--- src/tsf_pkg.sv ---
package tsf_pkg;

   // sample width kept inside the filter (low bits of each converted sample)
   localparam int SAMPLE_BITS = 10;
   // fixed widths of the port fields
   localparam int FIELD_BITS  = 10;
   localparam int LIMIT_BITS  = 10;
   localparam int CMP_BITS    = (SAMPLE_BITS > LIMIT_BITS) ? SAMPLE_BITS : LIMIT_BITS;
   localparam int SET_SIZE    = 4;

   localparam logic [LIMIT_BITS-1:0] LIMIT_RESET = LIMIT_BITS'(10);

   // report kinds
   localparam logic [1:0] KIND_NONE     = 2'd0;
   localparam logic [1:0] KIND_RELEASE  = 2'd1;
   localparam logic [1:0] KIND_POSITION = 2'd2;

   // panel modes
   localparam logic [1:0] MODE_WAIT_DOWN = 2'd0;
   localparam logic [1:0] MODE_MEASURE   = 2'd1;
   localparam logic [1:0] MODE_WAIT_UP   = 2'd2;

   // event function codes
   localparam logic FUNC_EVENT      = 1'b0;
   localparam logic FUNC_CONVERSION = 1'b1;

   typedef logic [SAMPLE_BITS-1:0] sample_type;

   // classified command passed from front to back
   typedef enum logic [1:0] {
      OP_RELEASE = 2'd0,
      OP_MEASURE = 2'd1,
      OP_FILTER  = 2'd2
   } op_type;

   typedef struct packed {
      op_type                        op;
      logic [SET_SIZE-1:0][SAMPLE_BITS-1:0] x_set;
      logic [SET_SIZE-1:0][SAMPLE_BITS-1:0] y_set;
   } cmd_word_type;

   // input word
   typedef struct packed {
      logic                  func;
      logic                  pen_up;
      logic [FIELD_BITS-1:0] x_sample;
      logic [FIELD_BITS-1:0] y_sample;
   } req_word_type;

   // result word
   typedef struct packed {
      logic [1:0]            report_kind;
      logic [FIELD_BITS-1:0] x_position;
      logic [FIELD_BITS-1:0] y_position;
      logic [1:0]            next_mode;
      logic                  start_timer;
   } rsp_word_type;

endpackage

--- src/tsf_front.sv ---
module tsf_front import tsf_pkg::*; (
   input  logic         clock,
   input  logic         reset,
   input  logic         push,
   input  req_word_type req_word,
   input  logic         queue_full,
   output logic         cmd_push,
   output cmd_word_type cmd_word
);

   logic [1:0]  count_ff, count_in;
   sample_type  x_store_ff [SET_SIZE-1];
   sample_type  y_store_ff [SET_SIZE-1];
   sample_type  x_in_smp, y_in_smp;
   logic        accept;

   assign accept   = push & ~queue_full;
   assign cmd_push = accept;
   assign x_in_smp = SAMPLE_BITS'(req_word.x_sample);
   assign y_in_smp = SAMPLE_BITS'(req_word.y_sample);

   // classify the word and track the sample count
   always_comb begin
      count_in          = count_ff;
      cmd_word.op       = OP_MEASURE;
      cmd_word.x_set[0] = x_store_ff[0];
      cmd_word.x_set[1] = x_store_ff[1];
      cmd_word.x_set[2] = x_store_ff[2];
      cmd_word.x_set[3] = x_in_smp;
      cmd_word.y_set[0] = y_store_ff[0];
      cmd_word.y_set[1] = y_store_ff[1];
      cmd_word.y_set[2] = y_store_ff[2];
      cmd_word.y_set[3] = y_in_smp;
      priority if (req_word.pen_up) begin
         cmd_word.op = OP_RELEASE;
         if (req_word.func == FUNC_CONVERSION) begin
            count_in = 2'd0;
         end
      end else if (req_word.func == FUNC_EVENT) begin
         cmd_word.op = OP_MEASURE;
      end else if (count_ff == 2'(SET_SIZE - 1)) begin
         cmd_word.op = OP_FILTER;
         count_in    = 2'd0;
      end else begin
         cmd_word.op = OP_MEASURE;
         count_in    = count_ff + 2'd1;
      end
   end

   // sample count
   always_ff @(posedge clock) begin
      if (reset) begin
         count_ff <= 2'd0;
      end else if (accept) begin
         count_ff <= count_in;
      end
   end

   // sample store, first three samples of a set
   always_ff @(posedge clock) begin
      for (int i = 0; i < SET_SIZE - 1; i++) begin
         if (accept && !req_word.pen_up && req_word.func == FUNC_CONVERSION
             && count_ff == 2'(i)) begin
            x_store_ff[i] <= x_in_smp;
            y_store_ff[i] <= y_in_smp;
         end
      end
   end

endmodule

--- src/tsf_cmd_queue.sv ---
module tsf_cmd_queue import tsf_pkg::*; (
   input  logic          clock,
   input  logic          reset,
   input  logic          cmd_push,
   input  cmd_word_type  cmd_in_word,
   output logic          full,
   input  logic          cmd_pop,
   output logic          cmd_valid,
   output cmd_word_type  cmd_out_word
);

   cmd_word_type entry_ff [2];
   logic [1:0]   count_ff, count_in;
   logic         wr_ptr_ff, rd_ptr_ff;
   logic         do_push, do_pop;

   assign full         = (count_ff == 2'd2);
   assign cmd_valid    = (count_ff != 2'd0);
   assign cmd_out_word = entry_ff[rd_ptr_ff];
   assign do_push      = cmd_push & ~full;
   assign do_pop       = cmd_pop & cmd_valid;

   always_comb begin
      count_in = count_ff + {1'b0, do_push} - {1'b0, do_pop};
   end

   // pointers and fill level
   always_ff @(posedge clock) begin
      if (reset) begin
         count_ff  <= 2'd0;
         wr_ptr_ff <= 1'b0;
         rd_ptr_ff <= 1'b0;
      end else begin
         count_ff <= count_in;
         if (do_push) begin
            wr_ptr_ff <= ~wr_ptr_ff;
         end
         if (do_pop) begin
            rd_ptr_ff <= ~rd_ptr_ff;
         end
      end
   end

   // storage
   always_ff @(posedge clock) begin
      if (do_push) begin
         entry_ff[wr_ptr_ff] <= cmd_in_word;
      end
   end

endmodule

--- src/tsf_back.sv ---
module tsf_back import tsf_pkg::*; (
   input  logic                  clock,
   input  logic                  reset,
   input  logic [LIMIT_BITS-1:0] deviation_limit,
   input  logic                  cmd_valid,
   input  cmd_word_type          cmd_word,
   output logic                  cmd_pop,
   output logic                  empty,
   input  logic                  pop,
   output rsp_word_type          rsp_word
);

   rsp_word_type entry_ff [2];
   rsp_word_type result;
   logic [1:0]   count_ff, count_in;
   logic         wr_ptr_ff, rd_ptr_ff;
   logic         res_full, do_pop;
   logic         steady;
   logic [SAMPLE_BITS+1:0] x_sum, y_sum;

   // samples 2 and 3 within limit of the pair before them
   function automatic logic set_is_steady(
      input logic [SET_SIZE-1:0][SAMPLE_BITS-1:0] s,
      input logic [LIMIT_BITS-1:0]                lim
   );
      logic [SAMPLE_BITS:0]   sum01, sum12;
      logic [SAMPLE_BITS-1:0] avg01, avg12, d2, d3;
      sum01 = {1'b0, s[0]} + {1'b0, s[1]};
      sum12 = {1'b0, s[1]} + {1'b0, s[2]};
      avg01 = sum01[SAMPLE_BITS:1];
      avg12 = sum12[SAMPLE_BITS:1];
      d2 = (s[2] > avg01) ? (s[2] - avg01) : (avg01 - s[2]);
      d3 = (s[3] > avg12) ? (s[3] - avg12) : (avg12 - s[3]);
      return (CMP_BITS'(d2) <= CMP_BITS'(lim)) && (CMP_BITS'(d3) <= CMP_BITS'(lim));
   endfunction

   assign res_full = (count_ff == 2'd2);
   assign empty    = (count_ff == 2'd0);
   assign cmd_pop  = cmd_valid & ~res_full;
   assign do_pop   = pop & ~empty;
   assign rsp_word = entry_ff[rd_ptr_ff];

   // four-sample sums and the steadiness check
   always_comb begin
      x_sum = '0;
      y_sum = '0;
      for (int i = 0; i < SET_SIZE; i++) begin
         x_sum = x_sum + (SAMPLE_BITS+2)'(cmd_word.x_set[i]);
         y_sum = y_sum + (SAMPLE_BITS+2)'(cmd_word.y_set[i]);
      end
      steady = set_is_steady(cmd_word.x_set, deviation_limit)
               & set_is_steady(cmd_word.y_set, deviation_limit);
   end

   // result word for the command at the queue head
   always_comb begin
      result.report_kind = KIND_NONE;
      result.x_position  = '0;
      result.y_position  = '0;
      result.next_mode   = MODE_MEASURE;
      result.start_timer = 1'b0;
      unique case (cmd_word.op)
         OP_RELEASE: begin
            result.report_kind = KIND_RELEASE;
            result.next_mode   = MODE_WAIT_DOWN;
         end
         OP_MEASURE: begin
            result.next_mode = MODE_MEASURE;
         end
         OP_FILTER: begin
            if (steady) begin
               result.report_kind = KIND_POSITION;
               result.x_position  = FIELD_BITS'(x_sum[SAMPLE_BITS+1:2]);
               result.y_position  = FIELD_BITS'(y_sum[SAMPLE_BITS+1:2]);
            end
            result.next_mode   = MODE_WAIT_UP;
            result.start_timer = 1'b1;
         end
         default: begin
            result.next_mode = MODE_MEASURE;
         end
      endcase
   end

   always_comb begin
      count_in = count_ff + {1'b0, cmd_pop} - {1'b0, do_pop};
   end

   // result queue control
   always_ff @(posedge clock) begin
      if (reset) begin
         count_ff  <= 2'd0;
         wr_ptr_ff <= 1'b0;
         rd_ptr_ff <= 1'b0;
      end else begin
         count_ff <= count_in;
         if (cmd_pop) begin
            wr_ptr_ff <= ~wr_ptr_ff;
         end
         if (do_pop) begin
            rd_ptr_ff <= ~rd_ptr_ff;
         end
      end
   end

   // result queue storage
   always_ff @(posedge clock) begin
      if (cmd_pop) begin
         entry_ff[wr_ptr_ff] <= result;
      end
   end

endmodule

--- src/touchscreen_sample_filter.sv ---
// channel   | direction | handshake           | word
// ----------+-----------+---------------------+--------------------------------
// request   | in        | push / full         | req_word (func, pen_up, x, y)
// response  | out       | empty / pop         | rsp_word (kind, x, y, mode, timer)
// csr       | in        | csr_valid/csr_ready | csr_data (deviation limit)
//
// One word per cycle sustained while results are popped. An accepted word is
// held in the command queue, filtered from its head and written to the
// result queue for popping; the two queues each add one stage.
// Synchronous reset clears counts and queues and loads the default limit.
// Command and result queues each hold two entries, so either side can stall
// alone; full rises when the command queue holds two entries.
module touchscreen_sample_filter import tsf_pkg::*; (
   input  logic                  clock,
   input  logic                  reset,
   input  logic                  push,
   output logic                  full,
   input  req_word_type          req_word,
   output logic                  empty,
   input  logic                  pop,
   output rsp_word_type          rsp_word,
   input  logic                  csr_valid,
   output logic                  csr_ready,
   input  logic [LIMIT_BITS-1:0] csr_data
);

   logic [LIMIT_BITS-1:0] limit_ff;
   logic                  front_push, cmd_full;
   cmd_word_type          front_word, head_word;
   logic                  cmd_valid, cmd_pop;

   assign csr_ready = 1'b1;
   assign full      = cmd_full;

   // deviation limit register
   always_ff @(posedge clock) begin
      if (reset) begin
         limit_ff <= LIMIT_RESET;
      end else if (csr_valid && csr_ready) begin
         limit_ff <= csr_data;
      end
   end

   tsf_front u_front (
      .clock      (clock),
      .reset      (reset),
      .push       (push),
      .req_word   (req_word),
      .queue_full (cmd_full),
      .cmd_push   (front_push),
      .cmd_word   (front_word)
   );

   tsf_cmd_queue u_cmd_queue (
      .clock        (clock),
      .reset        (reset),
      .cmd_push     (front_push),
      .cmd_in_word  (front_word),
      .full         (cmd_full),
      .cmd_pop      (cmd_pop),
      .cmd_valid    (cmd_valid),
      .cmd_out_word (head_word)
   );

   tsf_back u_back (
      .clock           (clock),
      .reset           (reset),
      .deviation_limit (limit_ff),
      .cmd_valid       (cmd_valid),
      .cmd_word        (head_word),
      .cmd_pop         (cmd_pop),
      .empty           (empty),
      .pop             (pop),
      .rsp_word        (rsp_word)
   );

endmodule
--- config.mk ---
export PLATFORM = sky130hd
export DESIGN_NAME = touchscreen_sample_filter
export DESIGN_NICKNAME = d
export VERILOG_FILES = /design/src/tsf_pkg.sv /design/src/tsf_front.sv /design/src/tsf_cmd_queue.sv /design/src/tsf_back.sv /design/src/touchscreen_sample_filter.sv
export SDC_FILE = /design/constraint.sdc
export NUM_CORES = 1
export LEC_CHECK = 0
export BUFFER_PORTS_ARGS = -buffer_cell sky130_fd_sc_hd__buf_2
export CAP_MARGIN = 20
export CELL_PAD_IN_SITES_DETAIL_PLACEMENT = 0
export CELL_PAD_IN_SITES_GLOBAL_PLACEMENT = 1
export CORE_MARGIN = 3
export CORE_UTILIZATION = 30
export DETAILED_ROUTE_END_ITERATION = 10
export PLACE_DENSITY_LB_ADDON = 0.1
export SYNTH_ARGS = -nofsm -noshare
export SYNTH_HDL_FRONTEND = slang
export SYNTH_SLANG_ARGS = --single-unit
--- constraint.sdc ---
create_clock -name clock -period 5.8 [get_ports clock]
set_input_delay 0 -clock clock [delete_from_list [all_inputs] [get_ports clock]]
set_output_delay 0 -clock clock [all_outputs]
set_load 0.05 [all_outputs]
==> results.py <==
metrics = {
    "timing": {
        "fmax_ghz": 0.169,
        "period_needed_ns": 5.91,
        "period_share": 1.02,
        "grt_setup_unrepaired": "yes",
        "slew_headroom": 0.475,
        "setup_viol_count_final": 42,
        "worst_slew_pin_slew_ns": 0.765,
        "fin_ws_ns": -0.113,
        "hold_viol": 0,
        "clock_skew_ns": 0.0255,
        "slew_viol_final": 0,
    },
    "logic_synthesis": {
        "synth_seq_cells": 294,
        "synth_warnings": 0,
        "yosysSeqAreaShare": 0.464,
        "async_flop_share": 0,
        "synth_nets": 1839,
        "yosysUniqueCellTypes": 86,
        "synth_cells": 1584,
        "ys.flop_type": "edfxtp_1",
        "syn-cell-area_um2": 18600,
        "synth_edf_count": 272,
        "avgSynthCellArea_um2": 11.7,
    },
    "route": {
        "detail_route.wl_per_cell_um": 18.1,
        "ant_nets": 0,
        "routed_wl_um": 51600,
        "first_iter_violations": 642,
        "routed.top_layer": "met4",
        "post-route-drc-count": 0,
        "wl_met3_um": 1410,
        "drt-vias-per-instance": 4.64,
        "wl_met2_um": 21500,
        "wl_met1_um": 28000,
        "route.vias.total": 13235,
        "first_pass_iters": 5,
    },
    "placed_design": {
        "dp_slack_ns": -0.621,
        "numPlacedInstances": 2696,
        "io_buffers": 63,
        "dp_hpwl_um": 39600,
        "routabilityCongestion": 0.804,
    },
    "worst_setup_path": {
        "worstPathArrival_ns": 6.23,
        "end_kind": "flop",
        "cp.required_ns": 6.12,
        "worstSetupStartpointType": "flop",
        "worstSetupPathType": "reg -> reg",
        "cp_max_fo": 9,
    },
    "die": {
        "rows": 90,
        "die_y_um": 255,
        "initial_core_util": 0.305,
        "die_w_um": 255,
        "io_pins": 65,
        "dieArea_um2": 64900,
        "core_area_um2": 60800,
    },
    "run_status": {
        "status": "complete, but fails checks",
        "violations": "negative setup slack",
    },
    "grt": {
        "grt_first_pass_wirelength_um": 78100,
        "grt_overflow": 0,
        "track_usage": 0.156,
        "grt_max_degree": 43,
        "antenna_found_initial": 0,
        "grt_pass1_vias": 13156,
    },
    "cts": {
        "insertion_delay_ns": 0.58,
        "cts_buffers": 31,
        "clkSlewWorstSetupHoldPaths_ns": 0.06,
        "cts_max_level": 1,
        "ctsLongestPathBuffers": 3,
        "numClockSinks": 294,
        "cts_root_buffer": "clkbuf_16",
        "cts_tree": "done",
    },
    "final_layout": {
        "nets": 2302,
        "drive_gt1_frac": 0.356,
        "multi_input_area_um2": 10400,
        "regArea_um2": 8610,
        "syn_to_final_growth_pct": 36.8,
        "utilization": 0.418,
        "fill_cells": 5777,
        "final_cells": 2853,
        "n_antenna_cell": 0,
    },
    "hold_path": {
        "hold_class": "in -> reg",
    },
    "run": {
        "drv_cap": 0,
    },
}
worst paths after layout:
kind,from,to,slack (ns),cells after the start
setup / recovery,flop,u_back.entry_ff[1][11],-0.11,27
hold / removal,push,u_cmd_queue.wr_ptr_ff,0.06,4
setup reg to reg,flop,u_back.entry_ff[1][11],-0.11,27
hold reg to reg,u_front.y_store_ff[0][7],u_cmd_queue.entry_ff[1][7],0.44,0
critical path: stages, from the launching register on:
cell and delay [ns]:
dfxtp_4 0.43, buf_12 0.16, buf_4 0.11, mux2_4 0.30, ha_4 0.17, fa_2 0.34
a21o_1 0.17, a21oi_2 0.15, nand2b_4 0.14, a21boi_2 0.06, o41ai_2 0.24, buf_4 0.21
buf_6 0.10, o21a_1 0.16, ha_4 0.14, nand3_1 0.06, or3_4 0.41, o2111a_2 0.26
nor4_2 0.39, a2111oi_4 0.10, ha_1 0.31, o21ai_1 0.07, o21bai_1 0.15, a21oi_1 0.10
o211a_1 0.24, o22ai_4 0.33, buf_6 0.26, nor3_2 0.08
per-stage QoR:
stage	area [um^2]	hold slack [ns]	setup TNS [ns]
after floorplan	18700	0.0716	0
after detailed placement	22100	0.245	-22.44
after global placement	22100	0.233	-18.35
final	25400	0.0610	-3.37
after CTS	24700	0.00308	-2.85
after global routing	25400	0.0698	-14.58
cell usage in the layout (no fill, tap or decap), types with 8 or more instances in the layout:
cell type        n
buf_4          325
edfxtp_1       272
ha_1           162
inv_1          131
nor2_1          77
nand2_1         67
buf_2           63
a21oi_1         59
mux2_2          59
dlygate4sd3_1   55
mux2i_1         53
o21ai_0         43
a21o_1          39
xnor2_1         33
xor2_1          32
clkbuf_16       32
nand2b_1        28
fa_1            28
nor2b_1         27
nor3_1          26
a211oi_2        23
dfxtp_1         21
ha_4            20
buf_6           17
a21oi_2         16
o21ai_1         14
nand3_1         13
or2_2           13
and3_1          12
nand4_1         12
o211ai_1        11
mux2_4          10
nor3_4          10
buf_12          10
o21a_1           9
a211oi_1         9
clkinv_1         9
nor3_2           8
cells in the mapped netlist (4+ instances only):
library cell,instances,share of area
buf_2,6,0.0016
nor4_1,5,0.0017
edfxtp_1,272,0.44
o21ai_1,8,0.0022
a2111oi_2,5,0.0040
nand4_1,12,0.0040
o211a_1,4,0.0022
clkbuf_1,25,0.0051
nor3_1,44,0.012
xor2_1,35,0.017
xnor2_1,39,0.018
o221ai_1,4,0.0019
and3_1,16,0.0054
o21a_1,12,0.0049
o21ai_0,53,0.014
inv_1,133,0.027
mux2i_1,65,0.035
and2_1,7,0.0024
or2_2,16,0.0054
a21boi_0,9,0.0036
o41ai_2,4,0.0035
nand3_1,15,0.0040
or3_1,7,0.0024
a21oi_1,74,0.020
dfxtp_1,22,0.024
buf_4,9,0.0036
nand3b_1,4,0.0016
and3b_1,5,0.0024
a21o_1,39,0.016
mux2_2,67,0.041
o211ai_1,11,0.0044
nand2b_1,30,0.010
nor2_1,83,0.017
ha_1,186,0.13
o21bai_1,5,0.0020
fa_1,32,0.035
and2b_1,4,0.0016
a211oi_1,33,0.013
nor3b_1,6,0.0024
nand2_1,68,0.014
nor2b_1,28,0.0094
a31oi_1,7,0.0024
per-layer routing:
| metal | vias to the layer above | GRT usage |
|---|---|---|
| met2 | 156 | 0.229 |
| met1 | 6313 | 0.250 |
| met4 | 0 | 0.0272 |
| met5 | - | 0 |
| li1 | 6720 | - |
| met3 | 46 | 0.0156 |
timing repair:
| action | in CTS | in global routing |
|---|---|---|
| gates resized for setup | 134 | 98 |
| hold buffers | 55 | 0 |
| endpoints found under the hold margin | 125 | 0 |
| gates cloned | 2 | 1 |
| pin swaps | 64 | 72 |
| setup buffers | 31 | 12 |
| setup endpoints to repair | 42 | 42 |
kinds of logic after synthesis:
logic type / Yosys count / synth area share
AND/OR/NAND/NOR: 375 / 0.108
AO/OA/AOI/OAI: 308 / 0.116
flip-flops: 294 / 0.464
adder cells (fa/ha/maj): 218 / 0.160
buffers and inverters: 180 / 0.0400
multiplexers: 134 / 0.0773
XOR/XNOR: 74 / 0.0349
other: 1 / 0.000202
sequential cells by signal, indices dropped and copies added (netlist names), 2 cells and up, named ones only:
register	count
u_cmd_queue.entry_ff	164
u_back.entry_ff	48
u_front.x_store_ff	30
u_front.y_store_ff	30
limit_ff	10
u_back.count_ff	2
u_cmd_queue.count_ff	2
u_front.count_ff	2
area by class of cell:
class                      instances  share of cell area
clock buffer                      37              0.0314
inverter                         133              0.0197
multi-input combinational       1110               0.411
tap                              782              0.0385
sequential                       294               0.339
timing repair buffer             477               0.151
clock inverter                    20             0.00901
Power is not shown: default switching activity piles up to over one toggle a cycle in this logic, so the estimate is an artifact.
